`config.mk`:
```
export PLATFORM = sky130hd
export DESIGN_NAME = plu_div_cell
export DESIGN_NICKNAME = d
export VERILOG_FILES = /design/src/rtl/plu_pkg.sv /design/src/rtl/plu_div_cell.sv
export SDC_FILE = /design/constraint.sdc
export NUM_CORES = 1
export LEC_CHECK = 0
export BUFFER_PORTS_ARGS = -buffer_cell sky130_fd_sc_hd__buf_2
export CAP_MARGIN = 30
export CORE_AREA = 2 2 152 154
export DETAILED_ROUTE_END_ITERATION = 12
export DIE_AREA = 0 0 154 156
export PLACE_DENSITY_LB_ADDON = 0.1
export SYNTH_ARGS = -nofsm -noshare
export SYNTH_HDL_FRONTEND = slang
export SYNTH_SLANG_ARGS = --single-unit
```
`constraint.sdc`:
```
create_clock -name clk -period 2.59 [get_ports clk]
set_input_delay 0.1295 -clock clk [delete_from_list [all_inputs] [get_ports clk]]
set_output_delay 0.1295 -clock clk [all_outputs]
set_load 0.01 [all_outputs]
```
`src/rtl/plu_pkg.sv`:
```
// plu_pkg: request and result types, register indexes and saturating
// Q4.28 arithmetic shared by the pixel lift and undistort core and its cells
// no dependencies
`default_nettype none

package plu_pkg;

  localparam int FRAC_BITS = 28;
  localparam int DIV_STEPS = 31;
  localparam int PASS_STAGES = 8;
  localparam int NUM_W = 53;

  typedef struct packed {
    logic [15:0] pixel_x;
    logic [15:0] pixel_y;
  } req_t;

  typedef struct packed {
    logic signed [31:0] ray_x;
    logic signed [31:0] ray_y;
  } res_t;

  typedef enum logic [3:0] {
    REG_FOCAL_X = 4'd0,
    REG_FOCAL_Y = 4'd1,
    REG_CENTER_X = 4'd2,
    REG_CENTER_Y = 4'd3,
    REG_RADIAL_K1 = 4'd4,
    REG_RADIAL_K2 = 4'd5,
    REG_TANG_P1 = 4'd6,
    REG_TANG_P2 = 4'd7
  } reg_idx_t;

  typedef struct packed {
    logic neg;
    logic ovf;
    logic [NUM_W-1:0] rem;
    logic [DIV_STEPS-1:0] quo;
  } div_part_t;

  typedef struct packed {
    logic valid;
    div_part_t px;
    div_part_t py;
  } div_t;

  typedef struct packed {
    logic valid;
    logic signed [31:0] xd;
    logic signed [31:0] yd;
    logic signed [31:0] x;
    logic signed [31:0] y;
  } pass_t;

  function automatic logic signed [31:0] sat66(input logic signed [65:0] v);
    logic signed [31:0] r;
    if ((&v[65:31]) || !(|v[65:31])) begin
      r = v[31:0];
    end else if (v[65]) begin
      r = 32'sh8000_0000;
    end else begin
      r = 32'sh7fff_ffff;
    end
    return r;
  endfunction

  function automatic logic signed [65:0] ext66(input logic signed [31:0] a);
    return signed'({{34{a[31]}}, a});
  endfunction

  function automatic logic signed [31:0] qadd(input logic signed [31:0] a,
                                              input logic signed [31:0] b);
    return sat66(ext66(a) + ext66(b));
  endfunction

  function automatic logic signed [31:0] qsub(input logic signed [31:0] a,
                                              input logic signed [31:0] b);
    return sat66(ext66(a) - ext66(b));
  endfunction

  function automatic logic signed [31:0] qdbl(input logic signed [31:0] a);
    return sat66(ext66(a) + ext66(a));
  endfunction

  function automatic logic signed [31:0] qmul(input logic signed [31:0] a,
                                              input logic signed [31:0] b);
    logic signed [63:0] p;
    logic signed [65:0] t;
    p = a * b;
    t = signed'({{2{p[63]}}, p}) + (66'sd1 <<< (FRAC_BITS - 1));
    return sat66(t >>> FRAC_BITS);
  endfunction

endpackage

`default_nettype wire

```
`src/rtl/plu_div_cell.sv`:
```
// plu_div_cell: one quotient bit of the pipelined restoring divider that
// normalizes both pixel coordinates; uses plu_pkg
`default_nettype none

module plu_div_cell import plu_pkg::*; #(
  parameter int BIT = 0
) (
  input  wire logic        clk,
  input  wire logic        rst,
  input  wire logic [23:0] fx,
  input  wire logic [23:0] fy,
  input  wire div_t        din,
  output div_t             dout
);

  div_t step;

  function automatic div_part_t bit_step(input div_part_t p, input logic [23:0] f);
    div_part_t o;
    logic [NUM_W+1:0] dv;
    o = p;
    dv = {{(NUM_W-22){1'b0}}, f} << BIT;
    if ({2'b00, p.rem} >= dv) begin
      o.rem = p.rem - dv[NUM_W-1:0];
      o.quo[BIT] = 1'b1;
    end
    return o;
  endfunction

  always_comb begin
    step.valid = din.valid;
    step.px = bit_step(din.px, fx);
    step.py = bit_step(din.py, fy);
  end

  always_ff @(posedge clk) begin
    dout.px <= step.px;
    dout.py <= step.py;
    if (rst) begin
      dout.valid <= 1'b0;
    end else begin
      dout.valid <= step.valid;
    end
  end

endmodule

`default_nettype wire

```
==> reports/results.tsv, run 1 <==
stage	metric	value	unit
status	outcome	complete, no violations	
logic_synthesis	synth-xor-area-share	10.1	%
routing	routedWlPerCell	15.7	um
power	p_per_area	543	nW/um^2
critical_path	crit_path_end_kind	flop	
global_route	grt_pass1_wl	45900	um
logic_synthesis	yosys.area_share.simple	19.6	%
sta	hold_viol_final	0	
sta	finalCriticalPeriod	2.56	ns
logic_synthesis	synth_common_cells	dfxtp_1 (173), nand2_1 (86), o21ai_0 (76)	
min_path	hold_depth	3	
die	pin_count	396	
finish	drive_gt1_share	40.9	%
logic_synthesis	ys_types	64	
global_route	antenna_found_initial	2	
logic_synthesis	yosys_warnings	0	
clock_network	htree_levels	4	
die	die_area	24000	sq um
placed_design	hpwl	23200	um
logic_synthesis	synth_top_area_cell	dfxtp_1	
critical_path	critical_path.top_delay_family	simple AND/OR/NAND/NOR gates	
logic_synthesis	ys_top_cells_by_area	dfxtp_1 (42%), xor2_1 (7.4%), ha_1 (7.3%)	
die	row_count	55	
placed_design	port_buffers	395	
logic_synthesis	synth_edf_count	0	
sta	setup_viol	0	
placed_design	gp_congestion	0.929	
die	die_h	156	um
sta	setup_ws	0.0341	ns
clock_network	cts-root-buf	clkbuf_16	
placed_design	place_area	11900	sq um
finish	largest_reg_flops	173	
clock_network	cts_num_sinks	173	
finish	final_nets	1922	
logic_synthesis	synth-async-reset-ratio	0	%
routing	antenna_left	0	
critical_path	crit_slowest_cell	or4_1	
sta	slew-limit-headroom	61.0	%
logic_synthesis	synth_most_common_cell	dfxtp_1	
global_route	grt_overflow_total	0	
sta	fmax	391	MHz
routing	drt_wl_total	30700	um
critical_path	crit_chain	dlygate4sd3_1, buf_2, nor3_2, nand2b_1, nor4_4, a311oi_2, nor4bb_4, or4_1, buf_6, nor4_2, xor2_1	
logic_synthesis	synth_area_per_cell	8.93	sq um
critical_path	cp_max_fo	10	
critical_path	cp_num_buf_inv	3	
critical_path	critical_path_arrival	2.92	ns
logic_synthesis	synthFlopType	dfxtp_1	
finish	synthToLayoutAreaGrowth	74.9	%
critical_path	criticalPathCategory	in2reg	
global_route	grt_pass1_vias	9221	
logic_synthesis	synthesis.nets	1191	
logic_synthesis	synth_top_family_by_area	simple AND/OR/NAND/NOR gates	
finish	antenna_cells	0	
placed_design	preCtsSetupSlack	-0.405	ns
global_route	grt_max_degree	44	
logic_synthesis	synth.top_cell.area_share	42.2	%
global_route	grt_use_total	24.1	%
routing	drc	0	
routing	vias	9266	
logic_synthesis	synthCells	918	
finish	fin_area	14300	sq um
clock_network	cts_tree	built	
logic_synthesis	synthMuxAreaShare	0.275	%
routing	firstDrtPassIters	4	
critical_path	required	2.95	ns
power	p_leak	0.00690	uW
critical_path	cp.depth	11	
finish	n_fill_cell	1945	
critical_path	critical_path.max_stage_delay	0.54	ns
die	fp.dieW	154	um
logic_synthesis	ys_seq_area_share	42.2	%
clock_network	cts_buffers	17	
routing	routed_via_density	4.76	
die	start_util	36.7	%
run	cap_violations	0	
logic_synthesis	synth.cell_area	8200	sq um
min_path	worstHoldPathType	in2reg	
logic_synthesis	ys_seq_elements	173	
sta	worstMarginPinSlew	0.570	ns
power	ir_drop	0.424	mV
clock_network	clk_path_buf_depth	2	
critical_path	cp-start-kind	primary input	
die	design.core.area	22400	sq um
finish	largest-register	dout	
sta	drv_slew	0	
routing	drt-initial-drc-count	344	
sta	period_share	98.7	%
finish	reg.largest.list	dout (173)	
logic_synthesis	synth-adder-area-share	7.81	%
logic_synthesis	synth_compound_area_share	15.7	%
clock_network	clk_pin_slew	0.08	ns
-- final timing paths --
path      from           endpoint  slack [ns]
max   din[144]  dout[161]$_DFF_P_        0.03
min    din[62]   dout[63]$_DFF_P_        0.02
-- area by class of cell --
class	count	area, sq um	share of cell area (%)
Sequential cell	173	3460	24.1
Tap cell	285	357	2.49
Timing Repair Buffer	740	4990	34.8
Clock inverter	15	209	1.46
Multi-Input combinational cell	657	4670	32.5
Clock buffer	17	425	2.97
Inverter	60	225	1.57
-- where the power goes --
| part | internal [uW] | switching, uW | total (uW) | leakage [uW] |
|---|---|---|---|---|
| clock network | 1340 | 1370 | 2710 | 0.000303 |
| logic | 1060 | 1010 | 2070 | 0.00514 |
| registers | 2940 | 80.1 | 3020 | 0.00146 |
-- worst min-delay path, stage by stage --
cell	delay [ns]
buf_2	0.11
nor3_1	0.06
xor2_1	0.12
-- layout by cell type, fill, tap and decap left out, types with 5 or more instances in the layout --
| cell | synthesis | final |
|---|---|---|
| nor3_2 | 0 | 10 |
| or2_2 | 12 | 12 |
| nor3_1 | 36 | 26 |
| o31a_1 | 5 | 5 |
| nor4_4 | 0 | 9 |
| clkbuf_16 | 0 | 17 |
| nand2_1 | 86 | 85 |
| buf_4 | 0 | 183 |
| ha_1 | 48 | 47 |
| nand3_1 | 13 | 13 |
| a21o_1 | 16 | 16 |
| nor2_1 | 42 | 42 |
| o31ai_1 | 5 | 5 |
| dlygate4sd3_1 | 0 | 158 |
| buf_2 | 1 | 395 |
| xnor2_1 | 26 | 26 |
| nor4_2 | 4 | 5 |
| o21a_1 | 11 | 11 |
| xor2_1 | 69 | 69 |
| nand4_1 | 10 | 10 |
| nor4_1 | 23 | 13 |
| dfxtp_1 | 173 | 173 |
| clkinv_8 | 0 | 6 |
| and3_1 | 7 | 6 |
| or4_1 | 12 | 11 |
| nor2b_1 | 10 | 10 |
| a21oi_1 | 41 | 40 |
| o21ai_0 | 76 | 76 |
| inv_1 | 60 | 60 |
| a211oi_1 | 7 | 6 |
| or3_1 | 7 | 6 |
| a31oi_1 | 9 | 8 |
| nand2b_1 | 19 | 19 |
-- metrics by stage --
stage | utilization [%] | std cells | hold slack, ns | TNS (ns) | power (uW)
after detailed placement | 53.4 | 1755 | 0.233 | -20.46 | 4920
after global routing | 64.1 | 1947 | 0.0115 | -0.363 | 8170
final | 64.1 | 1947 | 0.0163 | 0 | 7790
after floorplan | - | 918 | 0.157 | -1.13 | 3940
after CTS | 63.3 | 1945 | 0.00160 | 0 | 7830
after global placement | 53.4 | 1755 | 0.232 | -19.46 | 4910
-- timing repair --
action / CTS / global route
hold endpoints to repair: 157 / 0
buffers inserted: 0 / 2
hold buffers: 158 / 0
gates resized for setup: 0 / 31
setup endpoints to repair: 0 / 85
-- cell families (layout without fill, tap and decap cells) --
logic type | Yosys count | count (layout)
flip-flops | 173 | 173
adder cells (fa/ha/maj) | 50 | 50
multiplexers | 2 | 2
AO/OA/AOI/OAI | 206 | 206
XOR/XNOR | 95 | 95
AND/OR/NAND/NOR | 304 | 304
buffers and inverters | 88 | 832
-- layer usage --
metal | vias to the layer above | GRT usage, % | wire length, um
li1 | 4672 | - | -
met1 | 4234 | 28.2 | 12800
met2 | 307 | 42.6 | 15000
met3 | 51 | 5.42 | 1840
met4 | 2 | 9.84 | 996
met5 | - | 0 | 13
(Power assumes the default switching activity.)
==> run 2: changes to the inputs <==
- CORE_AREA: 2 2 152 154 -> 2 2 154 156
- CTS_BUF_LIST: default -> sky130_fd_sc_hd__clkbuf_2 sky130_fd_sc_hd__clkbuf_4 sky130_fd_sc_hd__clkbuf_8
- DIE_AREA: 0 0 154 156 -> 0 0 156 158
==> run 2 against run 1 <==
Compared with the run above:
- via count up 2.4%
- setup slack better by 0.024 ns
- core utilization down 1.4 points
- first-iteration DRC count up 21%
- clock-buffer cell count unchanged
- global-route usage up 0.74 points
- critical path depth down 1
- routed wire length up 4.2%
- total power down 9.4%
- sequential share of layout area down 0.20 points
- combinational power up 3%
- largest power group unchanged
==> reports/results.tsv, run 2 (same netlist as run 1, synthesis figures left out) <==
stage	metric	value	unit
status	outcome	complete, no violations	
global_route	grt_use_total	24.8	%
sta	fmax	395	MHz
routing	firstDrtPassIters	6	
placed_design	gp_congestion	0.876	
placed_design	port_buffers	395	
routing	vias	9484	
finish	fin_area	14500	sq um
global_route	antenna_found_initial	2	
clock_network	cts_buffers	17	
placed_design	hpwl	24200	um
finish	n_fill_cell	2029	
routing	drt_wl_total	31900	um
sta	hold_viol_final	0	
global_route	grt_overflow_total	0	
finish	largest-register	dout	
min_path	whs_endpoint	dout[66]$_DFF_P_	
power	p_per_area	488	nW/um^2
clock_network	cts_num_sinks	173	
die	fp.dieW	156	um
sta	worstMarginPinSlew	0.536	ns
min_path	worstHoldPathType	in2reg	
routing	routed_via_density	4.77	
finish	final_nets	1959	
critical_path	critical_path.max_stage_delay	0.54	ns
clock_network	htree_levels	4	
critical_path	critical_path_arrival	2.91	ns
power	power	7060	uW
finish	synthToLayoutAreaGrowth	76.4	%
critical_path	cp_max_fo	11	
die	row_count	56	
sta	setup_ws	0.0582	ns
clock_network	clk_pin_slew	0.10	ns
placed_design	preCtsSetupSlack	-0.446	ns
critical_path	crit_slowest_cell	dlygate4sd3_1	
routing	routedWlPerCell	16.1	um
sta	rsz0062_at_grt	true	
die	die_h	158	um
power	ir_drop	0.323	mV
sta	period_share	97.8	%
critical_path	criticalPathCategory	in2reg	
finish	drive_gt1_share	41.3	%
finish	largest_reg_flops	173	
finish	layout_common_cells	buf_2 (394), buf_4 (203), dlygate4sd3_1 (174), dfxtp_1 (173), nand2_1 (86)	
sta	setup_viol	0	
die	design.core.area	23100	sq um
global_route	grt_max_degree	35	
critical_path	crit_chain	dlygate4sd3_1, buf_2, or3_1, or4_1, nand3b_1, and3_4, or2_1, buf_12, nor4_4, xnor2_1	
routing	drt-initial-drc-count	415	
min_path	hold_depth	3	
clock_network	cts_tree	built	
routing	drc	0	
sta	finalSetupTns	0	ns
sta	drv_slew	0	
finish	layout_commonest_cell	buf_2	
global_route	grt_pass1_wl	47900	um
die	die_area	24600	sq um
power	p_leak	0.00696	uW
critical_path	crit_path_end_kind	flop	
critical_path	required	2.97	ns
sta	slew-limit-headroom	63.9	%
die	pin_count	396	
clock_network	cts-root-buf	clkbuf_8	
placed_design	place_area	12100	sq um
min_path	min_from	din[66]	
routing	antenna_left	0	
finish	reg.largest.list	dout (173)	
run	cap_violations	0	
global_route	grt_pass1_vias	9566	
critical_path	cp-start-kind	primary input	
sta	finalCriticalPeriod	2.53	ns
clock_network	clk_path_buf_depth	2	
die	start_util	35.6	%
run 2: changes by cell type in the layout (fill, tap and decap cells not counted), sizes merged:
cell and delta:
clkbuf +1, diode +1, dlygate4sd3 +16, clkinvlp +3
buf +20, clkinv -4
run 2: worst max-delay path by stage:
stage	start	to	slack, ns	depth (start not counted)
finish	din[72]	dout[66]$_DFF_P_	0.06	10
floorplan	din[60]	dout[75]$_DFF_P_	-0.16	9
CTS	din[45]	dout[42]$_DFF_P_	0.005	11
global route	din[45]	dout[65]$_DFF_P_	-0.03	13
detailed placement	din[60]	dout[69]$_DFF_P_	-0.45	12
global placement	din[60]	dout[59]$_DFF_P_	-0.38	12
run 2: layout make-up:
| cell class | count | area, sq um | share of cell area, % |
|---|---|---|---|
| tap | 290 | 363 | 2.51 |
| inverter | 60 | 225 | 1.56 |
| antenna | 1 | 2.50 | 0.0173 |
| clock buffer | 17 | 234 | 1.62 |
| timing repair buffer | 777 | 5320 | 36.8 |
| multi-input combinational | 657 | 4710 | 32.6 |
| clock inverter | 14 | 149 | 1.03 |
| sequential | 173 | 3460 | 23.9 |
run 2: worst max-delay path: cells and delay by family:
kind	cells	cell delay, ns
XOR/XNOR	1	0.16
AND/OR/NAND/NOR	6	1.76
buffers and inverters	3	0.86
run 2: report_power, final:
| part | total [uW] | switching, uW | internal (uW) |
|---|---|---|---|
| Combinational | 2140 | 1040 | 1100 |
| Sequential | 3010 | 74.0 | 2940 |
| Clock | 1910 | 1190 | 718 |
run 2: layer usage:
metal | share of wire [%] | GRT usage, % | vias to the layer above
li1 | - | - | 4749
met1 | 40 | 27.9 | 4329
met2 | 49 | 43.8 | 319
met3 | 6.3 | 5.58 | 83
met4 | 4.9 | 13.6 | 4
met5 | 0.085 | 0 | -
run 2: stage by stage:
step / std cells / hold slack [ns] / util [%]
global placement: 1779 / 0.232 / 52.5
finish: 1989 / 0.0207 / 62.7
CTS: 1984 / 0.00289 / 61.7
detailed placement: 1779 / 0.233 / 52.5
global route: 1988 / 0.00776 / 62.7
floorplan: 918 / 0.157 / -
run 2: repair_timing:
item	CTS	global route
endpoints found under the hold margin	171	0
buffers inserted	0	4
setup endpoints to repair	0	65
hold buffers	174	0
resized for setup	0	41
==> run 3: changes to the inputs <==
--- a/config.mk
+++ b/config.mk
@@ -9,6 +9,6 @@
 export CAP_MARGIN = 30
-export CORE_AREA = 2 2 154 156
+export CORE_MARGIN = 4
+export CORE_UTILIZATION = 33
 export CTS_BUF_LIST = sky130_fd_sc_hd__clkbuf_2 sky130_fd_sc_hd__clkbuf_4 sky130_fd_sc_hd__clkbuf_8
 export DETAILED_ROUTE_END_ITERATION = 12
-export DIE_AREA = 0 0 156 158
 export PLACE_DENSITY_LB_ADDON = 0.1
==> constraint.sdc (replaced) <==
create_clock -name clk -period 2.59 [get_ports clk]
set_input_delay 0.259 -clock clk [delete_from_list [all_inputs] [get_ports clk]]
set_output_delay 0.259 -clock clk [all_outputs]
set_load 0.01 [all_outputs]
==> run 3 against run 2 <==
Compared with the run above:
- routed wire length grew 1.5%
- largest power group unchanged
- sequential power is essentially flat
- final cell count shrank 0.50%
- clock-buffer cell count is the same
- first-iteration DRC count grew 9.9%
- via count shrank 2.7%
- critical path depth shrank 1
- critical path type unchanged
- design area shrank 2.6%
- largest cell class unchanged
- fmax shrank 2.1%
- total power is essentially flat
- die area grew 11%
==> reports/results.tsv, run 3 (same netlist as run 1, synthesis figures left out) <==
stage	metric	value	unit
clock_network	cts-root-buf	clkbuf_8	
power	p_per_area	501	nW/um^2
routing	routed_via_density	4.66	
sta	slew-limit-headroom	57.4	%
finish	stdcell_count	1979	
routing	firstDrtPassIters	5	
sta	rsz0062_at_grt	true	
status	outcome	complete, no violations	
run	cap_violations	0	
finish	largest-register	dout	
die	start_util	33.6	%
clock_network	clk_pin_slew	0.10	ns
sta	setup_viol	0	
critical_path	crit_path_end_kind	flop	
finish	drive_gt1_share	43.7	%
placed_design	hpwl	25600	um
clock_network	cts_num_sinks	173	
power	p_leak	0.00686	uW
die	pin_count	396	
placed_design	place_area	12300	sq um
critical_path	required	2.98	ns
clock_network	cts_tree	built	
critical_path	cp_max_fo	4	
global_route	antenna_found_initial	1	
critical_path	endpoint	dout[79]$_DFF_P_	
global_route	grt_overflow_total	0	
finish	final_nets	1914	
sta	fmax	387	MHz
sta	drv_slew	0	
finish	synthToLayoutAreaGrowth	71.9	%
min_path	worstHoldPathType	in2reg	
die	die_area	27400	sq um
routing	drt_wl_total	32400	um
critical_path	crit_slowest_cell	or4_4	
power	seq_power_share	42.7	%
clock_network	clk_path_buf_depth	2	
finish	layout_common_cells	buf_2 (394), buf_4 (217), dfxtp_1 (173), dlygate4sd3_1 (115), nand2_1 (85)	
clock_network	cts_buffers	17	
routing	routedWlPerCell	16.4	um
power	power.share.switching	33.0	%
finish	fin_area	14100	sq um
critical_path	critical_path_arrival	2.98	ns
die	fp.dieW	166	um
critical_path	criticalPathCategory	in2reg	
power	combPwrFrac	29.5	%
finish	largest_reg_flops	173	
finish	n_fill_cell	2248	
finish	reg.largest.list	dout (173)	
global_route	grt_pass1_vias	9520	
placed_design	preCtsSetupSlack	-0.522	ns
power	switchingPower	2330	uW
sta	hold_viol_final	0	
critical_path	cp-start-kind	primary input	
critical_path	crit_chain	buf_2, or4_4, or3_4, or4_4, nand3b_1, and3_4, or4_4, nor2_2, xor2_1	
global_route	grt_max_degree	43	
finish	layout_commonest_cell	buf_2	
sta	finalCriticalPeriod	2.59	ns
power	p_clk_share	27.9	%
die	design.core.area	24400	sq um
routing	vias	9230	
critical_path	crit_path_frequent_cell	or4_4	
sta	setup_ws	0.00273	ns
global_route	grt_pass1_wl	50600	um
power	power	7060	uW
placed_design	port_buffers	395	
power	ir_drop	0.310	mV
critical_path	critical_path.max_stage_delay	0.58	ns
global_route	grt_use_total	22.7	%
clock_network	htree_levels	4	
die	die_h	166	um
routing	drt-initial-drc-count	456	
power	intPower	4730	uW
sta	worstMarginPinSlew	0.633	ns
routing	antenna_left	0	
die	row_count	57	
placed_design	dp_cells	1826	
sta	period_share	99.9	%
placed_design	gp_congestion	0.940	
routing	drc	0	
critical_path	startpoint	din[69]	
run 3: worst min path at each step:
stage | end | cells past startpoint | startpoint | slack (ns)
after floorplan | dout[100]$_DFF_P_ | 0 | din[100] | 0.29
after global placement | dout[27]$_DFF_P_ | 1 | din[27] | 0.36
after detailed placement | dout[7]$_DFF_P_ | 1 | din[7] | 0.36
after CTS | dout[82]$_DFF_P_ | 2 | din[82] | 0.002
after global routing | dout[82]$_DFF_P_ | 2 | din[82] | 0.005
final | dout[130]$_DFF_P_ | 3 | din[130] | 0.04
run 3: timing repair:
item	4_1_cts	5_1_grt
gates cloned	0	1
pin swaps	0	7
resized for setup	1	31
hold endpoints to repair	115	0
hold buffers	116	0
endpoints found under the setup margin	5	68
setup buffers	0	4
run 3: cell type report:
class,instances,area [sq um],area share (%)
Multi-Input combinational cell,657,4740,33.6
Clock buffer,17,234,1.66
Timing Repair Buffer,732,4860,34.5
Tap cell,324,405,2.88
Sequential cell,173,3460,24.6
Inverter,60,225,1.60
Clock inverter,15,166,1.18
Antenna cell,1,2.50,0.0178
run 3: power by group through the flow:
stage          sequential (uW)  clock, uW  combinational (uW)
6_report                  3010       1970                2080
2_1_floorplan             3220          0                 731
3_3_place_gp              3070          0                1920
4_1_cts                   3010       2030                2070
5_1_grt                   3040       2140                2270
3_5_place_dp              3070          0                1920
run 3: critical path: cells and delay by family:
family,cells,cell delay (ns)
buffers and inverters,1,0.11
and+or+nand+nor,7,2.46
xor gates and xnor gates,1,0.16
run 3: per-stage QoR:
| step | setup TNS, ns | utilization [%] | hold slack, ns |
|---|---|---|---|
| after floorplan | -3.42 | - | 0.287 |
| after global placement | -30.65 | 50.6 | 0.362 |
| after detailed placement | -36.19 | 50.6 | 0.363 |
| after CTS | -0.00498 | 57.0 | 0.00246 |
| after global routing | -0.296 | 57.8 | 0.00547 |
| final | 0 | 57.8 | 0.0368 |
run 3: per-layer routing:
metal	share of wire, %	vias to the layer above	track usage (%)
li1	-	4668	-
met3	5.4	46	5.41
met1	43	4199	27.3
met4	3.2	0	8.32
met2	49	317	39.5
met5	0	-	0
